File: config.mk
export PLATFORM = sky130hd
export DESIGN_NAME = epsilon_greedy_action_learner_unit
export DESIGN_NICKNAME = d
export VERILOG_FILES = /design/src/design/eg_pkg.sv /design/src/design/eg_est_mem.sv /design/src/design/eg_mod_unit.sv /design/src/design/epsilon_greedy_action_learner_unit.sv
export SDC_FILE = /design/constraint.sdc
export NUM_CORES = 1
export LEC_CHECK = 0
export ABC_CLOCK_PERIOD_IN_PS = 11000
export BUFFER_PORTS_ARGS = -buffer_cell sky130_fd_sc_hd__buf_2
export CAP_MARGIN = 5
export CORE_MARGIN = 2
export CORE_UTILIZATION = 60
export CTS_CLUSTER_DIAMETER = 30
export CTS_CLUSTER_SIZE = 28
export DETAILED_ROUTE_END_ITERATION = 8
export GPL_TIMING_DRIVEN = 0
export PLACE_DENSITY = 0.77
export SLEW_MARGIN = 10
export SYNTH_ARGS = -nofsm -noshare
export SYNTH_HDL_FRONTEND = slang
export SYNTH_SLANG_ARGS = --single-unit
File: constraint.sdc
create_clock -name clk -period 11 [get_ports clk]
set_clock_uncertainty 0.15 [all_clocks]
set_input_delay 2.2 -clock clk [delete_from_list [all_inputs] [get_ports clk]]
set_output_delay 2.2 -clock clk [all_outputs]
set_load 0.02 [all_outputs]
File: src/design/eg_pkg.sv
`timescale 1ns / 1ps
// ----------------------------------------------------------------------------
// eg_pkg
// Shared widths, codes, reset values and handshake types of the
// epsilon-greedy action learner.
// ----------------------------------------------------------------------------
package eg_pkg;

    localparam int MAX_ACTIONS_DEF = 8;
    localparam int VALUE_BITS_DEF  = 16;

    localparam int OP_W       = 2;
    localparam int REWARD_W   = 16;
    localparam int PCT_W      = 7;
    localparam int PICK_W     = 8;
    localparam int LR_W       = 16;
    localparam int CNT_W      = 4;
    localparam int ACTION_W   = 3;
    localparam int CFG_IDX_W  = 2;
    localparam int CFG_DATA_W = 16;
    localparam int ROUND_HALF = 1 << (LR_W - 1);

    localparam logic [OP_W-1:0] OP_COLLECT = 2'd0;
    localparam logic [OP_W-1:0] OP_UPDATE  = 2'd1;
    localparam logic [OP_W-1:0] OP_SELECT  = 2'd2;

    localparam logic ST_OK        = 1'b0;
    localparam logic ST_NO_REWARD = 1'b1;

    localparam logic [CFG_IDX_W-1:0] CFG_LEARN_RATE   = 2'd0;
    localparam logic [CFG_IDX_W-1:0] CFG_EXPLOIT_PCT  = 2'd1;
    localparam logic [CFG_IDX_W-1:0] CFG_ACTION_COUNT = 2'd2;
    localparam logic [CFG_IDX_W-1:0] CFG_BOOST_ENABLE = 2'd3;

    localparam logic [LR_W-1:0]  LEARN_RATE_RST   = 16'd6554;
    localparam logic [PCT_W-1:0] EXPLOIT_PCT_RST  = 7'd80;
    localparam logic [CNT_W-1:0] ACTION_COUNT_RST = 4'd3;
    localparam logic             BOOST_ENABLE_RST = 1'b1;

    typedef struct packed {
        logic              start;
        logic [PICK_W-1:0] dividend;
        logic [CNT_W-1:0]  divisor;
    } mod_req_t;

    typedef struct packed {
        logic             done;
        logic [CNT_W-1:0] rem;
    } mod_rsp_t;

endpackage

File: src/design/eg_est_mem.sv
`timescale 1ns / 1ps
// ----------------------------------------------------------------------------
// eg_est_mem
// Estimate store: one write port, one read port, registered read data.
// ----------------------------------------------------------------------------
module eg_est_mem #(
    parameter int DEPTH  = 8,
    parameter int WIDTH  = 16,
    parameter int ADDR_W = 3
) (
    input  logic              clk,
    input  logic              rd_en,
    input  logic [ADDR_W-1:0] rd_addr,
    output logic [WIDTH-1:0]  rd_data,
    input  logic              wr_en,
    input  logic [ADDR_W-1:0] wr_addr,
    input  logic [WIDTH-1:0]  wr_data
);

    logic [WIDTH-1:0] mem [DEPTH];

    always_ff @(posedge clk)
    begin
        if (wr_en)
        begin
            mem[wr_addr] <= wr_data;
        end
        if (rd_en)
        begin
            rd_data <= mem[rd_addr];
        end
    end

endmodule

File: src/design/eg_mod_unit.sv
`timescale 1ns / 1ps
// ----------------------------------------------------------------------------
// eg_mod_unit
// Restoring remainder unit, one dividend bit per cycle.
// ----------------------------------------------------------------------------
module eg_mod_unit
    import eg_pkg::*;
(
    input  logic     clk,
    input  logic     rst_n,
    input  mod_req_t req,
    output mod_rsp_t rsp
);

    localparam int STEP_W = $clog2(PICK_W);
    localparam logic [STEP_W-1:0] STEP_LAST = STEP_W'(PICK_W - 1);

    logic              busy_reg;
    logic              done_reg;
    logic [STEP_W-1:0] step_reg;
    logic [PICK_W-1:0] div_reg;
    logic [CNT_W-1:0]  den_reg;
    logic [CNT_W-1:0]  rem_reg;

    logic [CNT_W:0]   trial;
    logic [CNT_W-1:0] rem_next;

    always_comb
    begin
        trial = {rem_reg, div_reg[PICK_W-1]};
        if (trial >= {1'b0, den_reg})
        begin
            rem_next = CNT_W'(trial - {1'b0, den_reg});
        end
        else
        begin
            rem_next = trial[CNT_W-1:0];
        end
    end

    always_ff @(posedge clk or negedge rst_n)
    begin
        if (!rst_n)
        begin
            busy_reg <= 1'b0;
            done_reg <= 1'b0;
            step_reg <= '0;
            div_reg  <= '0;
            den_reg  <= '0;
            rem_reg  <= '0;
        end
        else
        begin
            done_reg <= 1'b0;
            if (req.start)
            begin
                busy_reg <= 1'b1;
                step_reg <= '0;
                div_reg  <= req.dividend;
                den_reg  <= req.divisor;
                rem_reg  <= '0;
            end
            else if (busy_reg)
            begin
                rem_reg  <= rem_next;
                div_reg  <= {div_reg[PICK_W-2:0], 1'b0};
                step_reg <= step_reg + 1'b1;
                if (step_reg == STEP_LAST)
                begin
                    busy_reg <= 1'b0;
                    done_reg <= 1'b1;
                end
            end
        end
    end

    assign rsp.done = done_reg;
    assign rsp.rem  = rem_reg;

endmodule

File: src/design/epsilon_greedy_action_learner_unit.sv
`timescale 1ns / 1ps
// ----------------------------------------------------------------------------
// epsilon_greedy_action_learner_unit
// Epsilon-greedy bandit learner: estimates in a one-port-read memory,
// read-modify-write update, scanned argmax with modulo tie pick.
//
//   channel | signals                                        | dir
//   in      | in_valid in_ready operation reward_value       | in
//           | random_percent random_pick                     |
//   out     | out_valid out_ready chosen_action boost_armed  | out
//           | reward_waiting status                          |
//   cfg     | cfg_write cfg_index cfg_data                   | in
//
// One word at a time. Collect, update without reward and boosted select
// go straight to the result. Update: memory read, multiply, write back.
// Explore: 8-step remainder unit. Exploit: two memory scans over the N
// actions in use, then the remainder and the tie walk.
// Reset is asynchronous; no clearing pass. A held result stalls only at the
// end of the next word's work.
// ----------------------------------------------------------------------------
module epsilon_greedy_action_learner_unit
    import eg_pkg::*;
#(
    parameter int MAX_ACTIONS = MAX_ACTIONS_DEF,
    parameter int VALUE_BITS  = VALUE_BITS_DEF
) (
    input  logic                       clk,
    input  logic                       rst_n,
    input  logic                       cfg_write,
    input  logic [CFG_IDX_W-1:0]       cfg_index,
    input  logic [CFG_DATA_W-1:0]      cfg_data,
    input  logic                       in_valid,
    output logic                       in_ready,
    input  logic [OP_W-1:0]            operation,
    input  logic signed [REWARD_W-1:0] reward_value,
    input  logic [PCT_W-1:0]           random_percent,
    input  logic [PICK_W-1:0]          random_pick,
    output logic                       out_valid,
    input  logic                       out_ready,
    output logic [ACTION_W-1:0]        chosen_action,
    output logic                       boost_armed,
    output logic                       reward_waiting,
    output logic                       status
);

    localparam int IDX_W = $clog2(MAX_ACTIONS);
    localparam int CW    = (IDX_W > CNT_W) ? IDX_W : CNT_W;
    localparam int DW    = ((VALUE_BITS > REWARD_W) ? VALUE_BITS : REWARD_W) + 1;
    localparam int PW    = DW + LR_W + 1;

    localparam logic signed [DW-1:0] HI_D = {{(DW-VALUE_BITS+1){1'b0}}, {(VALUE_BITS-1){1'b1}}};
    localparam logic signed [DW-1:0] LO_D = {{(DW-VALUE_BITS+1){1'b1}}, {(VALUE_BITS-1){1'b0}}};
    localparam logic signed [PW-1:0] HI_P = {{(PW-VALUE_BITS+1){1'b0}}, {(VALUE_BITS-1){1'b1}}};
    localparam logic signed [PW-1:0] LO_P = {{(PW-VALUE_BITS+1){1'b1}}, {(VALUE_BITS-1){1'b0}}};
    localparam logic signed [PW-1:0] ROUND_P = PW'(ROUND_HALF);

    localparam logic [3:0] S_IDLE    = 4'd0;
    localparam logic [3:0] S_DONE    = 4'd1;
    localparam logic [3:0] S_UPD_RD  = 4'd2;
    localparam logic [3:0] S_UPD_MUL = 4'd3;
    localparam logic [3:0] S_UPD_WR  = 4'd4;
    localparam logic [3:0] S_MAX     = 4'd5;
    localparam logic [3:0] S_TIE     = 4'd6;
    localparam logic [3:0] S_MOD     = 4'd7;
    localparam logic [3:0] S_PICK    = 4'd8;

    // configuration
    logic [LR_W-1:0]  learn_rate_reg;
    logic [PCT_W-1:0] exploit_pct_reg;
    logic [CNT_W-1:0] action_count_reg;
    logic             boost_enable_reg;

    // learner state
    logic [3:0]                 state_reg;
    logic [MAX_ACTIONS-1:0]     unset_reg;
    logic [IDX_W-1:0]           choice_reg;
    logic                       boost_reg;
    logic signed [REWARD_W-1:0] reward_reg;
    logic                       fresh_reg;
    logic                       status_pend_reg;

    // scan and pick
    logic [IDX_W-1:0]             scan_idx_reg;
    logic                         issue_on_reg;
    logic                         rd_vld_reg;
    logic [IDX_W-1:0]             rd_idx_reg;
    logic signed [VALUE_BITS-1:0] top_reg;
    logic [MAX_ACTIONS-1:0]       tie_mask_reg;
    logic [CNT_W-1:0]             ties_reg;
    logic [PICK_W-1:0]            pick_reg;
    logic                         explore_reg;
    logic [CNT_W-1:0]             want_reg;
    logic [IDX_W-1:0]             pidx_reg;

    // update datapath
    logic signed [PW-1:0]         prod_reg;
    logic signed [VALUE_BITS-1:0] est_reg;

    // output word
    logic                out_valid_reg;
    logic [ACTION_W-1:0] action_out_reg;
    logic                boost_out_reg;
    logic                fresh_out_reg;
    logic                status_out_reg;

    logic [CNT_W-1:0]       n_eff;
    logic [CNT_W-1:0]       n_last;
    logic [MAX_ACTIONS-1:0] inuse;
    logic                   starting;
    logic                   exploit;
    logic                   in_accept;

    logic                         mem_rd_en;
    logic [IDX_W-1:0]             mem_rd_addr;
    logic [VALUE_BITS-1:0]        mem_rd_data;
    logic signed [VALUE_BITS-1:0] mem_q;
    logic                         mem_wr_en;
    logic [VALUE_BITS-1:0]        mem_wr_data;

    logic signed [DW-1:0]         rew_x;
    logic signed [VALUE_BITS-1:0] rew_sat;
    logic signed [VALUE_BITS-1:0] est_now;
    logic signed [DW-1:0]         est_x;
    logic signed [DW-1:0]         diff;
    logic signed [LR_W:0]         lr_s;
    logic signed [PW-1:0]         prod;
    logic signed [PW-1:0]         rnd_sum;
    logic signed [PW-1:0]         delta;
    logic signed [PW-1:0]         new_sum;
    logic signed [VALUE_BITS-1:0] new_sat;

    logic             issue_last;
    logic             rd_last;
    logic             tie_hit;
    logic [CNT_W-1:0] ties_inc;

    mod_req_t mod_req;
    mod_rsp_t mod_rsp;

    assign in_ready  = (state_reg == S_IDLE);
    assign in_accept = in_valid && in_ready;

    always_comb
    begin
        if (action_count_reg == '0)
        begin
            n_eff = 4'd1;
        end
        else if (32'(action_count_reg) > MAX_ACTIONS)
        begin
            n_eff = CNT_W'(MAX_ACTIONS);
        end
        else
        begin
            n_eff = action_count_reg;
        end
        n_last = n_eff - 1'b1;
        for (int i = 0; i < MAX_ACTIONS; i++)
        begin
            inuse[i] = (i < 32'(n_eff));
        end
        starting = |(unset_reg & inuse);
        exploit  = (random_percent < exploit_pct_reg) && !starting;
    end

    assign issue_last = (CW'(scan_idx_reg) == CW'(n_last));
    assign rd_last    = (CW'(rd_idx_reg) == CW'(n_last));
    assign mem_q      = $signed(mem_rd_data);
    assign tie_hit    = (mem_q == top_reg);
    assign ties_inc   = ties_reg + CNT_W'(tie_hit);

    assign mem_rd_en   = (state_reg == S_UPD_RD) ||
                         (((state_reg == S_MAX) || (state_reg == S_TIE)) && issue_on_reg);
    assign mem_rd_addr = (state_reg == S_UPD_RD) ? choice_reg : scan_idx_reg;
    assign mem_wr_en   = (state_reg == S_UPD_WR);
    assign mem_wr_data = new_sat;

    // update arithmetic
    always_comb
    begin
        rew_x = {{(DW-REWARD_W){reward_reg[REWARD_W-1]}}, reward_reg};
        if (rew_x > HI_D)
        begin
            rew_sat = HI_D[VALUE_BITS-1:0];
        end
        else if (rew_x < LO_D)
        begin
            rew_sat = LO_D[VALUE_BITS-1:0];
        end
        else
        begin
            rew_sat = rew_x[VALUE_BITS-1:0];
        end
        est_now = unset_reg[choice_reg] ? rew_sat : mem_q;
        est_x   = {{(DW-VALUE_BITS){est_now[VALUE_BITS-1]}}, est_now};
        diff    = rew_x - est_x;
        lr_s    = {1'b0, learn_rate_reg};
        prod    = PW'(lr_s) * PW'(diff);

        rnd_sum = prod_reg + ROUND_P;
        delta   = rnd_sum >>> LR_W;
        new_sum = {{(PW-VALUE_BITS){est_reg[VALUE_BITS-1]}}, est_reg} + delta;
        if (new_sum > HI_P)
        begin
            new_sat = HI_P[VALUE_BITS-1:0];
        end
        else if (new_sum < LO_P)
        begin
            new_sat = LO_P[VALUE_BITS-1:0];
        end
        else
        begin
            new_sat = new_sum[VALUE_BITS-1:0];
        end
    end

    always_comb
    begin
        mod_req.start    = 1'b0;
        mod_req.dividend = random_pick;
        mod_req.divisor  = n_eff;
        if (in_accept && (operation == OP_SELECT) && !boost_reg && !exploit)
        begin
            mod_req.start = 1'b1;
        end
        else if ((state_reg == S_TIE) && rd_vld_reg && rd_last)
        begin
            mod_req.start    = 1'b1;
            mod_req.dividend = pick_reg;
            mod_req.divisor  = ties_inc;
        end
    end

    eg_est_mem #(
        .DEPTH  (MAX_ACTIONS),
        .WIDTH  (VALUE_BITS),
        .ADDR_W (IDX_W)
    ) u_mem (
        .clk     (clk),
        .rd_en   (mem_rd_en),
        .rd_addr (mem_rd_addr),
        .rd_data (mem_rd_data),
        .wr_en   (mem_wr_en),
        .wr_addr (choice_reg),
        .wr_data (mem_wr_data)
    );

    eg_mod_unit u_mod (
        .clk   (clk),
        .rst_n (rst_n),
        .req   (mod_req),
        .rsp   (mod_rsp)
    );

    always_ff @(posedge clk or negedge rst_n)
    begin
        if (!rst_n)
        begin
            learn_rate_reg   <= LEARN_RATE_RST;
            exploit_pct_reg  <= EXPLOIT_PCT_RST;
            action_count_reg <= ACTION_COUNT_RST;
            boost_enable_reg <= BOOST_ENABLE_RST;
        end
        else if (cfg_write)
        begin
            case (cfg_index)
                CFG_LEARN_RATE:   learn_rate_reg   <= cfg_data[LR_W-1:0];
                CFG_EXPLOIT_PCT:  exploit_pct_reg  <= cfg_data[PCT_W-1:0];
                CFG_ACTION_COUNT: action_count_reg <= cfg_data[CNT_W-1:0];
                CFG_BOOST_ENABLE: boost_enable_reg <= cfg_data[0];
                default:          ;
            endcase
        end
    end

    always_ff @(posedge clk or negedge rst_n)
    begin
        if (!rst_n)
        begin
            state_reg       <= S_IDLE;
            unset_reg       <= '1;
            choice_reg      <= '0;
            boost_reg       <= 1'b0;
            reward_reg      <= '0;
            fresh_reg       <= 1'b0;
            status_pend_reg <= ST_OK;
            scan_idx_reg    <= '0;
            issue_on_reg    <= 1'b0;
            rd_vld_reg      <= 1'b0;
            rd_idx_reg      <= '0;
            top_reg         <= '0;
            tie_mask_reg    <= '0;
            ties_reg        <= '0;
            pick_reg        <= '0;
            explore_reg     <= 1'b0;
            want_reg        <= '0;
            pidx_reg        <= '0;
            prod_reg        <= '0;
            est_reg         <= '0;
            out_valid_reg   <= 1'b0;
            action_out_reg  <= '0;
            boost_out_reg   <= 1'b0;
            fresh_out_reg   <= 1'b0;
            status_out_reg  <= ST_OK;
        end
        else
        begin
            if (out_valid_reg && out_ready && (state_reg != S_DONE))
            begin
                out_valid_reg <= 1'b0;
            end

            rd_vld_reg <= mem_rd_en && (state_reg != S_UPD_RD);
            rd_idx_reg <= scan_idx_reg;
            if (((state_reg == S_MAX) || (state_reg == S_TIE)) && issue_on_reg)
            begin
                if (issue_last)
                begin
                    issue_on_reg <= 1'b0;
                end
                else
                begin
                    scan_idx_reg <= scan_idx_reg + 1'b1;
                end
            end

            case (state_reg)
                S_IDLE:
                begin
                    if (in_accept)
                    begin
                        pick_reg <= random_pick;
                        case (operation)
                            OP_COLLECT:
                            begin
                                reward_reg      <= reward_value;
                                fresh_reg       <= 1'b1;
                                status_pend_reg <= ST_OK;
                                state_reg       <= S_DONE;
                            end
                            OP_UPDATE:
                            begin
                                if (!fresh_reg)
                                begin
                                    status_pend_reg <= ST_NO_REWARD;
                                    state_reg       <= S_DONE;
                                end
                                else
                                begin
                                    status_pend_reg <= ST_OK;
                                    state_reg       <= S_UPD_RD;
                                end
                            end
                            OP_SELECT:
                            begin
                                status_pend_reg <= ST_OK;
                                if (boost_reg)
                                begin
                                    boost_reg <= 1'b0;
                                    state_reg <= S_DONE;
                                end
                                else if (exploit)
                                begin
                                    scan_idx_reg <= '0;
                                    issue_on_reg <= 1'b1;
                                    state_reg    <= S_MAX;
                                end
                                else
                                begin
                                    explore_reg <= 1'b1;
                                    state_reg   <= S_MOD;
                                end
                            end
                            default:
                            begin
                                status_pend_reg <= ST_OK;
                                state_reg       <= S_DONE;
                            end
                        endcase
                    end
                end
                S_UPD_RD:
                begin
                    state_reg <= S_UPD_MUL;
                end
                S_UPD_MUL:
                begin
                    prod_reg              <= prod;
                    est_reg               <= est_now;
                    unset_reg[choice_reg] <= 1'b0;
                    fresh_reg             <= 1'b0;
                    if (boost_enable_reg && (rew_x > est_x))
                    begin
                        boost_reg <= 1'b1;
                    end
                    state_reg <= S_UPD_WR;
                end
                S_UPD_WR:
                begin
                    state_reg <= S_DONE;
                end
                S_MAX:
                begin
                    if (rd_vld_reg)
                    begin
                        if ((rd_idx_reg == '0) || (mem_q > top_reg))
                        begin
                            top_reg <= mem_q;
                        end
                        if (rd_last)
                        begin
                            scan_idx_reg <= '0;
                            issue_on_reg <= 1'b1;
                            ties_reg     <= '0;
                            tie_mask_reg <= '0;
                            state_reg    <= S_TIE;
                        end
                    end
                end
                S_TIE:
                begin
                    if (rd_vld_reg)
                    begin
                        if (tie_hit)
                        begin
                            tie_mask_reg[rd_idx_reg] <= 1'b1;
                        end
                        ties_reg <= ties_inc;
                        if (rd_last)
                        begin
                            explore_reg <= 1'b0;
                            state_reg   <= S_MOD;
                        end
                    end
                end
                S_MOD:
                begin
                    if (mod_rsp.done)
                    begin
                        if (explore_reg)
                        begin
                            choice_reg <= IDX_W'(mod_rsp.rem);
                            state_reg  <= S_DONE;
                        end
                        else
                        begin
                            want_reg  <= mod_rsp.rem;
                            pidx_reg  <= '0;
                            state_reg <= S_PICK;
                        end
                    end
                end
                S_PICK:
                begin
                    pidx_reg <= pidx_reg + 1'b1;
                    if (tie_mask_reg[pidx_reg])
                    begin
                        if (want_reg == '0)
                        begin
                            choice_reg <= pidx_reg;
                            state_reg  <= S_DONE;
                        end
                        else
                        begin
                            want_reg <= want_reg - 1'b1;
                        end
                    end
                end
                S_DONE:
                begin
                    if (!out_valid_reg || out_ready)
                    begin
                        out_valid_reg  <= 1'b1;
                        action_out_reg <= ACTION_W'(choice_reg);
                        boost_out_reg  <= boost_reg;
                        fresh_out_reg  <= fresh_reg;
                        status_out_reg <= status_pend_reg;
                        state_reg      <= S_IDLE;
                    end
                end
                default:
                begin
                    state_reg <= S_IDLE;
                end
            endcase
        end
    end

    assign out_valid      = out_valid_reg;
    assign chosen_action  = action_out_reg;
    assign boost_armed    = boost_out_reg;
    assign reward_waiting = fresh_out_reg;
    assign status         = status_out_reg;

endmodule

-- Yosys cells after proc, flatten, opt, wreduce, memory -nomap -nowiden
Memory sizes are Yosys's and may differ from the RTL's. A register that Yosys moved wholly into a read port is not among the register bits.
Index checks and enable logic that the tools add are counted.
- output and inout port bits: 8
- bits in writable memories: 128
- flip-flop bits (word level): 192
- word-level logic and storage cells: 269
- memories: 1
- $lt $le $gt $ge: 22
- reduce and logical (&&, ||, !) cells: 51
- muxes and demuxes: 108
- equal/unequal tests: 37
- bitwise logic cells: 4
- multipliers: 1
- add/subtract/negate cells: 10
- memories (name ; words ; width ; read ports ; clocked after memory_dff ; wr ports ; line ; source):
    u_mem.mem ; 8 ; 16 ; 1 ; 1 ; 1 ; eg_est_mem.sv:20 ; logic [WIDTH-1:0] mem [DEPTH];
- operator list (operator ; number):
    2-to-1 mux 4 bit ; 22
    2-to-1 mux 16 bit ; 5
    2-to-1 mux 3 bit ; 18
    2-to-1 mux 8 bit ; 6
    2-to-1 mux 1 bit ; 37
    one-hot mux 4 bit (9 select lines) ; 1
    adder 34 x 17 -> 34 bit (second input constant) ; 1
    multiplier 17 x 17 -> 34 bit ; 1
    > comparator 16 bit ; 2
    != test 2 bit (second input constant) ; 14
    one-hot mux 3 bit (2 select lines) ; 4
    adder 16 x 18 -> 19 bit ; 1
    > comparator 19 x 16 -> 1 bit (second input constant) ; 1
    less-than comparator 19 x 16 -> 1 bit (second input constant) ; 1
    subtractor 16 x 16 -> 17 bit ; 1
    bitwise AND 8 bit ; 2
    == test 16 bit ; 1
    == test 4 x 3 -> 1 bit (second input constant) ; 4
    > comparator 16 bit (second input constant) ; 1
    less-than comparator 16 bit (second input constant) ; 1
    less-than comparator 3 x 4 -> 1 bit (first input constant) ; 4
    one-hot mux 4 bit (2 select lines) ; 2
    one-hot mux 8 bit (2 select lines) ; 1
    AND reduction 5 bit ; 3
    42 further kinds ; 99

-- Logic depth before layout (Yosys ltp)
- depth after elaboration: 13
- mapped depth: 39
- depth with buffers taken out: 36

-- Hierarchy
A second synthesis with hierarchy kept.
- cell total of the unflattened synthesis: 2332
- area total of the unflattened synthesis: 25209.2 um2
- by module, submodules not included (module ; area each (um2) ; cells an instance ; instances):
    epsilon_greedy_action_learner_unit ; 18630.4 ; 2011 ; 1
    eg_est_mem ; 5454.0 ; 214 ; 1
    eg_mod_unit ; 1124.8 ; 107 ; 1

-- Least setup slack after synthesis
OpenSTA, ideal clock, no wires.
- path kind: reg2reg
- from: reg choice_reg[0]
- to: reg prod_reg[33]
- setup time: 0.133 ns
- path buffers: 2
- setup slack: 1.471 ns
- arrival time: 9.246 ns
- period minus slack after synthesis: 9.529 ns
- stages on the path, launching flop included: 35
- cells stage by stage: dfrtp_1 > mux4_2 > or2_4 > nand2_2 > buf_1 > a21oi_1 > ha_1 > nor2b_1 > o31a_1 > o2111ai_2 > o211ai_2 > o41ai_4 > o31ai_4 > o22a_2 > xor2_4 > buf_6 > and2_1 > fa_1 > fa_1 > fa_1 > fa_1 > fa_1 > inv_1 > fa_1 > inv_1 > ha_1 > and4_1 > and3_1 > o211ai_1 > a21boi_1 > a311oi_2 > o21ai_1 > a211oi_1 > xnor2_1 > o21ai_0
- word-level cells in the longest chain between the ends: 5
- ends and longest elaborated chain (item ; line ; source):
    start, declared ; epsilon_greedy_action_learner_unit.sv:76 ; logic [IDX_W-1:0] choice_reg;
    start signal, assigned ; epsilon_greedy_action_learner_unit.sv:442 ; choice_reg <= IDX_W'(mod_rsp.rem);
    start signal, assigned ; epsilon_greedy_action_learner_unit.sv:460 ; choice_reg <= pidx_reg;
    binary-select mux 1 bit (select 3 bit) ; epsilon_greedy_action_learner_unit.sv:194 ; est_now = unset_reg[choice_reg] ? rew_sat : mem_q;
    2-to-1 mux 1 bit (not written as such) ; epsilon_greedy_action_learner_unit.sv:194 ;
    2-to-1 mux 16 bit ; epsilon_greedy_action_learner_unit.sv:194 ;
    subtractor 16 x 16 -> 17 bit ; epsilon_greedy_action_learner_unit.sv:196 ; diff = rew_x - est_x;
    multiplier 17 x 17 -> 34 bit ; epsilon_greedy_action_learner_unit.sv:198 ; prod = PW'(lr_s) * PW'(diff);
    end signal, assigned ; epsilon_greedy_action_learner_unit.sv:388 ; prod_reg <= prod;
    end, declared ; epsilon_greedy_action_learner_unit.sv:96 ; logic signed [PW-1:0] prod_reg;
Every way passes these cells. The select of a mux whose other input is x is not followed.
A chain may end at the register's enable or synchronous reset.

-- Final worst setup path
- from: reg choice_reg[1]
- to: reg prod_reg[33]
Same word-level chain as after synthesis.

==> results.toml <==
[cts]
clk_root_buffer_cell = "clkbuf_16"
cts_hold_buf = 0
clockBufferDepth = 3
numCtsBuffers = 52
cts_tree = "yes"
clk_pin_slew_ns = 0.05
insertion_delay_ns = 0.59
htreeDepth = 2
clock-sinks = 321

[detailed_routing]
drcViolationCount = 0
avgViaCountPerCell = 5.90
first_pass_iters = 5
ant_nets = 0
dr_total_vias = 17707
totalWireLength_microns = 62400
avgRoutedWirePerCell_microns = 20.8
drtIter0Drc = 1758

[worst_setup_path]
critical_path.endpoint_type = "flip-flop"
slowest_delay_ns = 0.57
cp_slowest_cell = "fa_1"
critical_path_buf_inv_count = 6
critPathLaunchType = "flip-flop"
crit_type = "flip-flop to flip-flop"
arrival_ns = 10.82
crit_family = "adder cells"
required_ns = 11.30
cp_common_cell = "fa_1"
critical_path.max_fanout = 10

[die]
ioPinCount = 64
fp.dieW_microns = 207
core_sq_mm = 0.0407
die_h_microns = 207
dieArea_sq_mm = 0.0428
start_util = 0.606
std_cell_rows = 74

[yosys]
yosysUniqueCellTypes = 79
synth_top_area_frac = 0.175
yosysWarnings = 0
syn_area_per_cell_sq_um = 10.8
syn-num-nets = 2759
synth-edff-count = 144
yosysTopAreaCell = "edfxtp_1"
yosys-top-cells-area = "edfxtp_1, fa_1, dfrtp_1, ha_1, inv_1"
netlist_area_sq_mm = 0.0247
ys.flop_type = "dfrtp_1"
synth_commonest_cells = "inv_1, nand2_1, fa_1"
synth_most_common_cell = "inv_1"
synth_cells = 2293
synth-seq-cells = 321
async_flop_share = 0.551
ys_seq_area_frac = 0.356

[sta]
fin_setup_tns_ns = 0
finalCriticalPeriod_ns = 10.53
rsz0062_at_grt = "false"
worst_pin_slew_ns = 1.13
setup_viol = 0
relSlewSlack = 0.239
fmax_mhz = 95.0
slew_violations = 0
fin_crit_sh = 0.957
hold_violations = 0

[place]
io_buffer_count = 63
dp.cells = 2900
routabilityCongestion = 0.959
placed_area_sq_mm = 0.0259
dpl.hpwl_microns = 46500

[global_routing]
first_global_vias = 18850
grt_use_met2 = 0.506
use_met3 = 0.0741
grt_overflow = 0
grt_first_pass_wirelength_microns = 99700
use_met1 = 0.383
grt.busiest_layer = "met2"
grt_usage = 0.306
antenna_found_initial = 3
grt_max_degree = 98

[job]
maxCapViolations = 0

[cells_and_area]
finalNetCount = 2889
area_delta_synth_final_pct = 13.0
multiInputGateArea_sq_mm = 0.0145
fillers = 2954
design_area_sq_mm = 0.0279
regArea_sq_mm = 0.00878
layout.cells.non_filler = 3001
largest_reg_flops = 128
drive_gt1_frac = 0.149

[outcome]
status = "finished clean"

[worst_hold_path]
min_path_type = "flip-flop to flip-flop"
## metal layers
layer | part of all wire | wire, microns
met5 | 0.00035 | 22
met4 | 0.041 | 2560
met3 | 0.086 | 5350
met2 | 0.48 | 30000
met1 | 0.39 | 24500
## layout make-up
| cell class | instances | area share |
|---|---|---|
| buffer | 77 | 0.0115 |
| clock buffer | 61 | 0.0493 |
| tap | 532 | 0.0239 |
| multi-input combinational | 1577 | 0.521 |
| timing repair buffer | 76 | 0.0179 |
| inverter | 318 | 0.0428 |
| clock inverter | 37 | 0.0184 |
| antenna | 2 | 0.000179 |
| sequential | 321 | 0.315 |
## logic make-up after synthesis
group,after synthesis,synth area share
buffers and inverters,395,0.0609
muxes,147,0.0815
xor gates and xnor gates,81,0.0298
and+or+nand+nor,644,0.124
DFF,321,0.356
adders and majority gates,410,0.272
AOI/OAI and AO/OA,295,0.0760
## through the flow
| step | setup slack, ns | util | hold WS, ns |
|---|---|---|---|
| global route | 0.0116 | 0.684 | 0.333 |
| floorplan | 1.47 | - | 0.278 |
| global placement | -0.300 | 0.630 | 0.302 |
| detailed placement | -0.652 | 0.635 | 0.307 |
| finish | 0.474 | 0.685 | 0.313 |
| CTS | 0.0403 | 0.682 | 0.315 |
## timing repair
| action | 4_1_cts | 5_1_grt |
|---|---|---|
| gates cloned | 0 | 0 |
| pin swaps | 0 | 2 |
| hold endpoints to repair | 0 | 0 |
| resized for setup | 7 | 25 |
| setup endpoints to repair | 15 | 12 |
| setup buffers | 0 | 1 |
## worst register-to-register path, delay by kind of cell (launching register included)
family                   cells  cell delay [ns]
flip-flops                   1             0.33
AND/OR/NAND/NOR              7             1.39
adder cells (fa/ha/maj)      8             3.92
AO/OA/AOI/OAI               10             2.40
XOR/XNOR                     2             0.50
multiplexers                 2             0.69
buffers and inverters        6             1.01
## final timing paths
check                      slack [ns]  depth (start not counted)           from          endpoint
max in group asynchronous        8.34                          2          rst_n      unset_reg[4]
hold reg to reg                  0.31                          1   unset_reg[5]      unset_reg[5]
hold / removal                   0.31                          1   unset_reg[5]      unset_reg[5]
min in group asynchronous        1.40                          1          rst_n  chosen_action[2]
setup / recovery                 0.47                         35  choice_reg[1]      prod_reg[33]
setup reg to reg                 0.47                         35  choice_reg[1]      prod_reg[33]
## placed cells by master (no fill, tap or decap), types with 7 or more instances in the layout
master	n
and2_1	98
a21oi_1	72
nand2_1	280
dfstp_2	20
nor2_2	7
nor2b_1	43
nand4_1	11
a21o_1	24
inv_6	10
mux4_2	35
nor3_1	14
clkbuf_1	64
mux2i_1	28
and3_1	11
o211ai_1	7
inv_1	318
a31oi_1	11
nand3_1	30
dfrtp_1	157
mux2_2	79
bufinv_16	8
or2_2	9
clkbuf_16	52
fa_1	211
o21ai_0	97
nand2b_1	18
edfxtp_1	144
xnor2_1	38
buf_2	70
xor2_1	34
a211oi_1	8
nor2_1	91
buf_8	8
o21a_1	13
ha_1	199
Power is left out: the tool's default activity adds up to more than one toggle a clock period on the data nets, which glitch-free logic cannot reach.
